===== config.mk =====
export PLATFORM = sky130hd
export DESIGN_NAME = spq_cell
export DESIGN_NICKNAME = d
export VERILOG_FILES = /design/src/hw/rtl/spq_pkg.sv /design/src/hw/rtl/spq_cell.sv
export SDC_FILE = /design/constraint.sdc
export NUM_CORES = 1
export LEC_CHECK = 0
export BUFFER_PORTS_ARGS = -buffer_cell sky130_fd_sc_hd__buf_2
export CAP_MARGIN = 20
export CORE_AREA = 2 2 114 116
export CTS_CLUSTER_SIZE = 24
export DETAILED_ROUTE_END_ITERATION = 10
export DIE_AREA = 0 0 116 118
export PLACE_DENSITY = 0.73
export SETUP_SLACK_MARGIN = 0.3
export SLEW_MARGIN = 20
export SYNTH_ARGS = -nofsm -noshare
export SYNTH_HDL_FRONTEND = slang
export SYNTH_SLANG_ARGS = --single-unit

===== constraint.sdc =====
create_clock -name clk -period 3.59 [get_ports clk]
set_clock_uncertainty 0.05 [all_clocks]
set_input_delay 0.359 -clock clk [delete_from_list [all_inputs] [get_ports clk]]
set_output_delay 0.359 -clock clk [all_outputs]
set_load 0.02 [all_outputs]

===== src/hw/rtl/spq_pkg.sv =====
// ----------------------------------------------------------------------------
// spq_pkg: shared types for the stable priority queue
// Entry payload and the per-cycle command broadcast to every cell.
// ----------------------------------------------------------------------------
package spq_pkg;

	localparam int unsigned WORD_W = 32;
	localparam int unsigned PRI_W  = 8;

	localparam logic KIND_PUSH = 1'b0;
	localparam logic KIND_POP  = 1'b1;

	typedef struct packed {
		logic [PRI_W-1:0]  pri;
		logic [WORD_W-1:0] arr;
		logic [WORD_W-1:0] svc;
	} entry_t;

	// command seen by all cells in the same cycle
	typedef struct packed {
		logic   push;
		logic   pop;
		entry_t ent;
	} cmd_t;

endpackage


===== src/hw/rtl/spq_cell.sv =====
// ----------------------------------------------------------------------------
// spq_cell: one slot of the sorted chain
// Holds one entry; shifts right on an insert at or ahead of it, left on pop.
// ----------------------------------------------------------------------------
module spq_cell
	import spq_pkg::*;
(
	input  logic   clk,
	input  logic   arst_n,
	input  cmd_t   cmd,
	input  logic   left_vld,
	input  entry_t left_ent,
	input  logic   left_keep,
	input  logic   right_vld,
	input  entry_t right_ent,
	output logic   vld,
	output entry_t ent,
	output logic   keep
);

	logic   vld_q;
	entry_t ent_q;

	// stays put on insert: priority not below the new one (ties stay ahead)
	assign keep = vld_q && (ent_q.pri >= cmd.ent.pri);
	assign vld  = vld_q;
	assign ent  = ent_q;

	always_ff @(posedge clk or negedge arst_n) begin
		if (!arst_n) begin
			vld_q <= 1'b0;
		end else if (cmd.push && !keep) begin
			vld_q <= left_keep ? 1'b1 : left_vld;
		end else if (cmd.pop) begin
			vld_q <= right_vld;
		end
	end

	always_ff @(posedge clk) begin
		if (cmd.push && !keep) begin
			ent_q <= left_keep ? cmd.ent : left_ent;
		end else if (cmd.pop) begin
			ent_q <= right_ent;
		end
	end

endmodule


# Word-level counts from Yosys, hierarchy flattened
# Index checks and enable logic that the tools add are counted.
# Widths: inputs -> output; s select.
word_totals:
  regBits: 73
classes:
  order_cmp: 1
  n_mux: 6
  n_reduce_logical: 4
op_table:
  columns: ["cell", "n"]
  rows:
  - ["$mux 72", 3]
  - ["$ge 8x8->1", 1]
  - ["$mux 1", 3]
  - ["$logic_and 1x1->1", 2]
  - ["$reduce_bool 2->1", 1]
  - ["$logic_not 1->1", 1]

# Longest topological paths before layout
# Gate-level depths: netlist (run 1).
logic_depth:
  word_depth: 5
  depth_mapped: 9

# Worst setup path before layout (run 1)
# OpenSTA, ideal clock, no wires.
synth_path:
  kind: "register to register"
  startpoint: "register ent_q (netlist bit ent[64])"
  endpoint: "register ent_q (netlist bit ent[0]) (enable)"
  arrival_ns: 3.451
  t_required_ns: 3.098
  path_slack_ns: -0.353
  stages_incl_launch_ff: 9
  path_buffers: 1
  period_less_slack_ns: 3.943
  cell_sequence: "edfxtp_1 > inv_1 > ha_1 > nand2b_4 > a2111oi_4 > o211ai_4 > and2_4 > buf_12 > nand2b_1"
synth_via:
  elab_chain_len: 5
synth_rtl:
  columns: ["item", "line", "rtl"]
  rows:
  - ["start, declared", "spq_cell.sv:22", "entry_t ent_q;"]
  - ["start signal, assigned", "spq_cell.sv:41", "ent_q <= left_keep ? cmd.ent : left_ent;"]
  - ["start signal, assigned", "spq_cell.sv:43", "ent_q <= right_ent;"]
  - ["$ge 8x8->1", "spq_cell.sv:25", "assign keep = vld_q && (ent_q.pri >= cmd.ent.pri);"]
  - ["$logic_and 1x1->1", "spq_cell.sv:25", null]
  - ["$logic_not 1->1", "spq_cell.sv:40", "if (cmd.push && !keep) begin"]
  - ["$logic_and 1x1->1", "spq_cell.sv:40", null]
  - ["$reduce_bool 2->1 (no line)", null, null]
# Every way passes these cells.
# A chain may end at the register's enable or synchronous reset.

# Worst setup path after layout (run 1)
layout_path:
  startpoint: "register ent_q (netlist bit ent[70])"
  endpoint: "output port keep"
layout_via:
  elab_chain_len: 2
layout_rtl:
  columns: ["item", "line", "rtl"]
  rows:
  - ["$ge 8x8->1", "spq_cell.sv:25", null]
  - ["$logic_and 1x1->1", "spq_cell.sv:25", null]
  - ["end, declared", "spq_cell.sv:18", "output logic keep"]
# Every way passes these cells.

==> run metrics, run 1 <==
outcome=completed; Chip Height=118 microns; RePlAce Congestion=0.793; crit path DAT=2.06 ns; Core Rows=41; ranking of synthesized cells by area=edfxtp_1 (49%), mux2i_1 (16%), o21ai_2 (12%), nand3_1 (8.2%), buf_12 (2.3%); Root Driver=clkbuf_16; Syn Nets=588; slew of the pin with the lowest slew margin=0.786 ns; clock tree buffer depth=2; Syn Area/Cell=12.3 sq um; Req. time, crit path=3.18 ns; input/output buffers=296; Setup TNS=0 ns; Nets=872; synthesized cell area=0.00441 sq mm; Power Dens Cells=850 mW/mm^2; Inst Count DP=801; most common cell after layout, fill and taps aside=buf_2; Total Wirelength=12.8 mm; FF-to-FF End=ent[40]; Seq cells post-synth=73; storage element area=0.00219 sq mm; initial antenna violation count=0; first-pass GRT wire length=19.6 mm; Synth Instances=357; worst-path fanout max=2; CTS Buf Count=9; Initial Util=35.5%; worst r2r src=ent[64]; number of max-slew violations in the final report=0; average wire per standard cell=15.6 microns; hold crit path type=in2reg; origin of the worst min-delay path=right_ent[51]; endpoint type of the worst setup path=output port; most frequent cells in the layout=buf_2 (295), mux2i_1 (72), nand3_1 (72), edfxtp_1 (72), o21ai_2 (60); Crit Path Class=reg2out; sequential area share after synthesis=49.6%; GRT Util Overall=18.4%; Via-to-Cell Ratio=4.94; Layout area overhead=43.7%; Max H-tree Level=3; design area=0.00633 sq mm; min Tclk post-route=2.47 ns; RSZ-0062 raised after global routing=false; Hold Fails Final Rpt=0; max-cap viol count=0; Core Box Area=0.0124 sq mm; # DRC=0; Register-to-Register Path Depth=8; Die X=116 microns; Post-DP HPWL=9.60 mm; diode count=0; end of the worst hold path=ent[51]; fin crit share=68.8%; Synth area leader=edfxtp_1; grt ovf=0; worst ir drop on vdd=451 uV; Die Area=0.0137 sq mm; Util after Layout=51.0%; Yosys cell types=32; clk slew on worst S/H paths=0.06 ns; multi-input logic area=0.00199 sq mm; remaining antenna violation count=0; r2r setup slk=1.16 ns; critical path startpoint category=register; Placed Instance Area=0.00599 sq mm; post-CTS setup buffers=0; hold_buf cts=1; post_cts resized=0; Final Instance Count excl. Fillers=818; fmax=405 MHz; share of layout cells above drive strength 1=59.6%; worst-skew pair later-pin latency=0.32 ns; endpoints failing setup=0; Worst Hold Depth=3; clock sinks=73; 1st-iter DRT viols=226; # fillers=1138; top cell type's share of synthesized area=49.1%; P_leak=3.06 nW; Slew HR=47.6%; synth warn=0; TritonCTS clock tree=yes; drt first pass iters=5; Tot Pwr=0.00538 W; vias in the first global route=4081; io pins=297; via count=4038; largest net degree at the start of global routing=74
-- cell families after synthesis --
kind of cell	share of synthesized area, %
compound gates	16.1
fa+ha+maj	2.27
buf+inv	5.74
flops	49.6
mux	16.4
simple gates	9.88
-- worst max-delay path, cell delays in order (launching register included) --
cell and delay [ns]:
edfxtp_1 0.40, ha_1 0.32, nand4_1 0.18, or3_1 0.43, a21oi_1 0.21, buf_2 0.20
-- state kept, by name, summed over array words and instances (netlist names) --
signal	flops
ent	72
vld	1
-- per-layer routing --
| metal | GRT usage (%) | share of wire [%] |
|---|---|---|
| met1 | 19.1 | 37 |
| met2 | 35.9 | 54 |
| met3 | 4.63 | 7.8 |
| met4 | 4.61 | 1.2 |
| met5 | 0 | 0 |
-- Yosys cell counts --
cell type / number
edfxtp_1: 72
mux2i_1: 72
nand3_1: 72
o21ai_2: 60
clkbuf_1: 21
o21ai_1: 12
ha_1: 8
inv_1: 8
buf_12: 5
buf_2: 2
buf_8: 2
nor2b_1: 2
o21a_1: 2
a2111oi_4: 1
a211o_1: 1
a21oi_1: 1
a21oi_2: 1
a221oi_2: 1
a32oi_2: 1
and2_4: 1
and3_1: 1
dfrtp_1: 1
inv_2: 1
nand2_1: 1
nand2b_1: 1
nand2b_4: 1
nand4_1: 1
nor2_1: 1
nor3b_1: 1
o211ai_4: 1
o21bai_1: 1
or3_1: 1
-- per-stage QoR --
step | setup WS (ns) | hold WS (ns)
2_1_floorplan | 0.461 | 0.0134
3_3_place_gp | 1.09 | 0.0853
3_5_place_dp | 1.01 | 0.0865
4_1_cts | 1.12 | 0.268
5_1_grt | 1.00 | 0.271
6_report | 1.12 | 0.284
-- worst max path at each step --
stage                    to  slack (ns)    start
finish                 keep        1.12  ent[70]
global route        ent[65]        1.00  ent[64]
CTS                    keep        1.12  ent[70]
detailed placement  ent[61]        1.01  cmd[64]
global placement    ent[64]        1.09  cmd[64]
floorplan            ent[0]        0.46  ent[64]
-- where the power goes --
group | leakage [nW] | internal [W] | total (W) | switching [W]
registers | 0.760 | 0.00157 | 0.00169 | 0.000121
clock network | 0.160 | 0.000675 | 0.00100 | 0.000329
logic | 2.14 | 0.000904 | 0.00269 | 0.00178
-- final cells by class --
cell class | instances | area share, %
Sequential cell | 73 | 34.5
Inverter | 9 | 0.533
Clock buffer | 10 | 3.62
Tap cell | 172 | 3.40
Timing Repair Buffer | 303 | 24.9
Multi-Input combinational cell | 245 | 31.4
Clock inverter | 6 | 1.68
(Power assumes the default switching activity.)
==> inputs of run 2 (changes only) <==
clock period = 2.1 ns   (was 3.59 ns; I/O delays follow)
==> run 2 against run 1 <==
Compared with the run above:
- the run now ends with setup timing left
- count of clock-buffer cells in the layout is the same
- sequential power up 73%
- utilization increased by 4.0 points
- highest routed layer unchanged
==> run metrics, run 2 (synthesis gave the netlist of run 1 again) <==
outcome=finished with violations; failing checks=setup timing; Max H-tree Level=3; slew of the pin with the lowest slew margin=0.349 ns; Core Box Area=0.0124 sq mm; Inst Count DP=809; Die Area=0.0137 sq mm; origin of the worst min-delay path=right_ent[59]; Placed Instance Area=0.00612 sq mm; most frequent cells in the layout=buf_2 (294), mux2i_1 (72), edfxtp_1 (72); Req. time, crit path=2.07 ns; 1st-iter DRT viols=151; Post-DP HPWL=10.3 mm; TritonCTS clock tree=yes; final worst-path setup slack=-0.141 ns; clk slew on worst S/H paths=0.06 ns; max-cap viol count=0; remaining antenna violation count=0; met1 Resource Use GR=20.7%; # DRC=0; Register-to-Register Path Depth=8; worst ir drop on vdd=741 uV; grt ovf=0; clock sinks=73; via count=4126; RSZ-0062 raised after global routing=true; Post-Place Setup Slack=-0.111 ns; Worst Hold Depth=3; Root Driver=clkbuf_16; crit path DAT=2.21 ns; most common cell after layout, fill and taps aside=buf_2; met2 usage=34.8%; Nets=893; min Tclk post-route=2.24 ns; first-pass GRT wire length=19.8 mm; average wire per standard cell=16.8 microns; number of max-slew violations in the final report=0; Hold Fails Final Rpt=0; design area=0.00683 sq mm; Final Instance Count excl. Fillers=839; worst-skew pair later-pin latency=0.32 ns; endpoints failing setup=136; Worst path max stage delay=0.39 ns; Via-to-Cell Ratio=4.92; worst-path fanout max=27; clock tree buffer depth=2; worst r2r src=ent[64]; initial antenna violation count=1; Setup TNS=-13.47 ns; Die X=116 microns; CP most frequent cell=nand2b_4; Power Dens Cells=1490 mW/mm^2; fmax=446 MHz; vias in the first global route=4112; hold crit path type=in2reg; Initial Util=35.5%; drt first pass iters=4; Core Rows=41; Tot Pwr=0.0102 W; max reg flops=72; Crit Path Class=reg2reg; critical path startpoint category=register; RePlAce Congestion=0.800; grt peak-use layer=met2; GRT Util Overall=18.7%; input/output buffers=296; fin crit share=107%; io pins=297; CTS Buf Count=9; Crit-path slowest cell=edfxtp_1; r2r setup slk=-0.14 ns; Layout area overhead=55.1%; Chip Height=118 microns; largest net degree at the start of global routing=43; endpoint type of the worst setup path=register; kind of cell adding the most delay to the critical path=simple AND/OR/NAND/NOR gates; FF-to-FF End=ent[16]; share of layout cells above drive strength 1=65.2%; P_leak=3.29 nW; end of the worst hold path=ent[59]; M3 GR Usage=4.89%; Total Wirelength=14.1 mm; crit path cell chain=inv_1, ha_1, nand2b_4, a2111oi_4, o211ai_4, and2_4, nand2b_4, buf_12; Slew HR=76.7%; CP bufs+invs=2
-- run 2: cell types whose count changed in the layout (fill, tap and decap cells not counted), sizes merged --
cell    delta
buf       +16
diode      +1
clkbuf     +4
bufbuf     +1
bufinv     -1
-- run 2: what timing repair did --
item                                    4_1_cts  5_1_grt
gates cloned                                  1        6
setup buffers                                 2        4
endpoints found under the setup margin      146      146
resized for setup                            18       19
hold buffers                                  1        0
pin swaps                                     1        3
endpoints found under the hold margin         1        0
-- run 2: area by class of cell --
class	count	area, sq um
fillers	1092	5580
flip-flops and latches	73	2190
multi-input cells	245	2140
repair buffers	324	1940
clock buffers	10	229
well taps	172	215
clock inverters	5	81.3
inverters	9	33.8
diodes	1	2.50
-- run 2: through the flow --
| step | hold slack, ns | util (%) |
|---|---|---|
| global placement | -0.0572 | 49.3 |
| global route | 0.118 | 55.0 |
| finish | 0.127 | 55.0 |
| detailed placement | -0.0569 | 49.3 |
| CTS | 0.113 | 53.0 |
| floorplan | -0.136 | - |
-- run 2: worst max path at each step --
stage / start / to / slack [ns] / depth (start not counted)
floorplan: ent[69] / ent[0] / -0.58 / 7
global placement: ent[64] / ent[16] / -0.03 / 8
detailed placement: ent[64] / ent[9] / -0.11 / 8
CTS: ent[64] / keep / -0.12 / 7
global route: ent[64] / ent[42] / -0.22 / 8
finish: ent[64] / ent[16] / -0.14 / 8
-- run 2: per-layer routing --
metal / vias up / wire length [microns] / share of wire [%]
met4: 0 / 236 / 1.7
li1: 1983 / - / -
met5: - / 0 / 0
met3: 16 / 1000 / 7.1
met2: 193 / 7410 / 53
met1: 1934 / 5410 / 38
-- run 2: power breakdown --
part | leakage (nW) | switching (W) | internal, W | total (W)
Combinational | 2.38 | 0.00342 | 0.00227 | 0.00569
Sequential | 0.760 | 0.000239 | 0.00269 | 0.00293
Clock | 0.149 | 0.000552 | 0.00103 | 0.00159
-- run 2: worst register-to-register path, cell delays in order (launching register included) --
cell and delay [ns]:
edfxtp_1 0.39, inv_1 0.08, ha_1 0.22, nand2b_4 0.15, a2111oi_4 0.37, o211ai_4 0.12, and2_4 0.21, nand2b_4 0.13
buf_12 0.20
==> inputs of run 3 (changes only) <==
PLACE_DENSITY = 0.71   (was 0.73)
==> run 3 against run 2 <==
Compared with the run above:
- cell area increased by 4.1%
- sequential power about the same
- first-iteration DRC count increased by 55%
- maximum frequency increased by 1.5%
- combinational power increased by 10%
- cell count increased by 2.6%
- hold slack about the same
- utilization increased by 2.3 points
- setup slack improved by 0.033 ns
- count of clock-buffer cells in the layout decreased by 1
- the flow still finishes with violations (setup timing)
==> run metrics, run 3 (synthesis gave the netlist of run 1 again) <==
outcome=finished with violations; failing checks=setup timing; clk slew on worst S/H paths=0.06 ns; critical path startpoint category=register; share of layout cells above drive strength 1=66.6%; Hold Fails Final Rpt=0; Post-DP HPWL=10.3 mm; Crit Path Class=reg2reg; drt first pass iters=4; first-pass GRT wire length=20.0 mm; Core Rows=41; max reg flops=72; Power Dens Cells=1500 mW/mm^2; crit path DAT=2.18 ns; Inst Count DP=825; Req. time, crit path=2.07 ns; clock power share=13.9%; max-cap viol count=0; Post-Place Setup Slack=-0.0708 ns; clock sinks=73; min Tclk post-route=2.21 ns; Nets=914; Final Instance Count excl. Fillers=861; Total Wirelength=14.6 mm; remaining antenna violation count=0; RSZ-0062 raised after global routing=true; Initial Util=35.5%; Net Switching=0.00438 W; Core Box Area=0.0124 sq mm; cell-internal power=0.00630 W; input/output buffers=296; TritonCTS clock tree=yes; endpoints failing setup=138; final worst-path setup slack=-0.108 ns; hold crit path type=in2reg; most frequent cells in the layout=buf_2 (294), mux2i_1 (72), edfxtp_1 (72); final hold slack=0.127 ns; Max H-tree Level=3; GRT Util Overall=18.8%; vias in the first global route=4131; fmax=453 MHz; via count=4218; Logic pwr share=58.9%; P_leak=3.42 nW; initial antenna violation count=1; 1st-iter DRT viols=234; RePlAce Congestion=0.809; worst ir drop on vdd=1050 uV; Seq pwr share=27.3%; Sw Ratio=41.0%; average wire per standard cell=17.0 microns; most common cell after layout, fill and taps aside=buf_2; worst-skew pair later-pin latency=0.32 ns; endpoint type of the worst setup path=register; Root Driver=clkbuf_16; Via-to-Cell Ratio=4.90; grt ovf=0; Die Area=0.0137 sq mm; worst-path fanout max=26; number of max-slew violations in the final report=0; CTS Buf Count=9; fin crit share=105%; Chip Height=118 microns; clock tree buffer depth=2; largest net degree at the start of global routing=39; # DRC=0; # fillers=1067; io pins=297; Layout area overhead=61.4%; Slew HR=69.6%; Die X=116 microns; slew of the pin with the lowest slew margin=0.456 ns
==> run 3: path summary, 6_finish.rpt <==
| kind | from | end | slack [ns] | cells past startpoint |
|---|---|---|---|---|
| worst max-delay path | ent[70] | ent[33] | -0.11 | 8 |
| worst min-delay path | right_ent[39] | ent[39] | 0.13 | 3 |
| worst max register to register | ent[70] | ent[33] | -0.11 | 8 |
| worst min register to register | vld | vld | 0.60 | 2 |
| max in group asynchronous | arst_n | vld | 1.74 | 2 |
| min in group asynchronous | arst_n | vld | 0.18 | 2 |
==> run 3: routing by layer <==
| layer | track usage (%) | vias to the layer above | wire length (microns) |
|---|---|---|---|
| li1 | - | 2024 | - |
| met1 | 21.1 | 1961 | 5680 |
| met2 | 34.3 | 217 | 7380 |
| met5 | 0 | - | 0 |
| met4 | 5.80 | 0 | 284 |
| met3 | 4.99 | 16 | 1270 |
==> run 3: repair_timing <==
action	CTS	global route
gates cloned	0	12
hold endpoints to repair	1	0
buffers inserted	2	4
setup endpoints to repair	146	146
hold buffers	1	0
pin swaps	1	27
resized for setup	3	59
==> run 3: final cells by class <==
type                            instances  area (sq um)  share of cell area (%)
Multi-Input combinational cell        245          2170                    30.5
Sequential cell                        73          2190                    30.7
Clock inverter                          7          61.3                   0.862
Clock buffer                            9           225                    3.17
Tap cell                              172           215                    3.02
Antenna cell                            1          2.50                  0.0352
Timing Repair Buffer                  345          2220                    31.1
Inverter                                9          33.8                   0.475
==> run 3: stage by stage <==
stage / total power [W] / area [sq um] / setup TNS, ns / util (%)
after global placement: 0.00785 / 6230 / -0.655 / 50.2
after global routing: 0.0113 / 7110 / -20.22 / 57.3
after floorplan: 0.00635 / 4430 / -48.05 / -
final: 0.0107 / 7110 / -7.24 / 57.3
after detailed placement: 0.00798 / 6230 / -5.91 / 50.2
after CTS: 0.00953 / 6550 / -8.08 / 52.8
==> run 3: power by group through the flow <==
stage / sequential [W] / clock [W] / combinational, W
floorplan: 0.00393 / 0 / 0.00242
global placement: 0.00291 / 0 / 0.00494
detailed placement: 0.00294 / 0 / 0.00504
CTS: 0.00291 / 0.00152 / 0.00509
global route: 0.00298 / 0.00159 / 0.00670
finish: 0.00291 / 0.00148 / 0.00628
==> run 3: worst max-delay path: stages, from the launching register on <==
cell      delay (ns)
edfxtp_1        0.43
ha_4            0.24
o21a_1          0.20
buf_4           0.14
a21oi_4         0.18
o211ai_4        0.10
and2_4          0.19
nand2b_4        0.14
buf_12          0.20
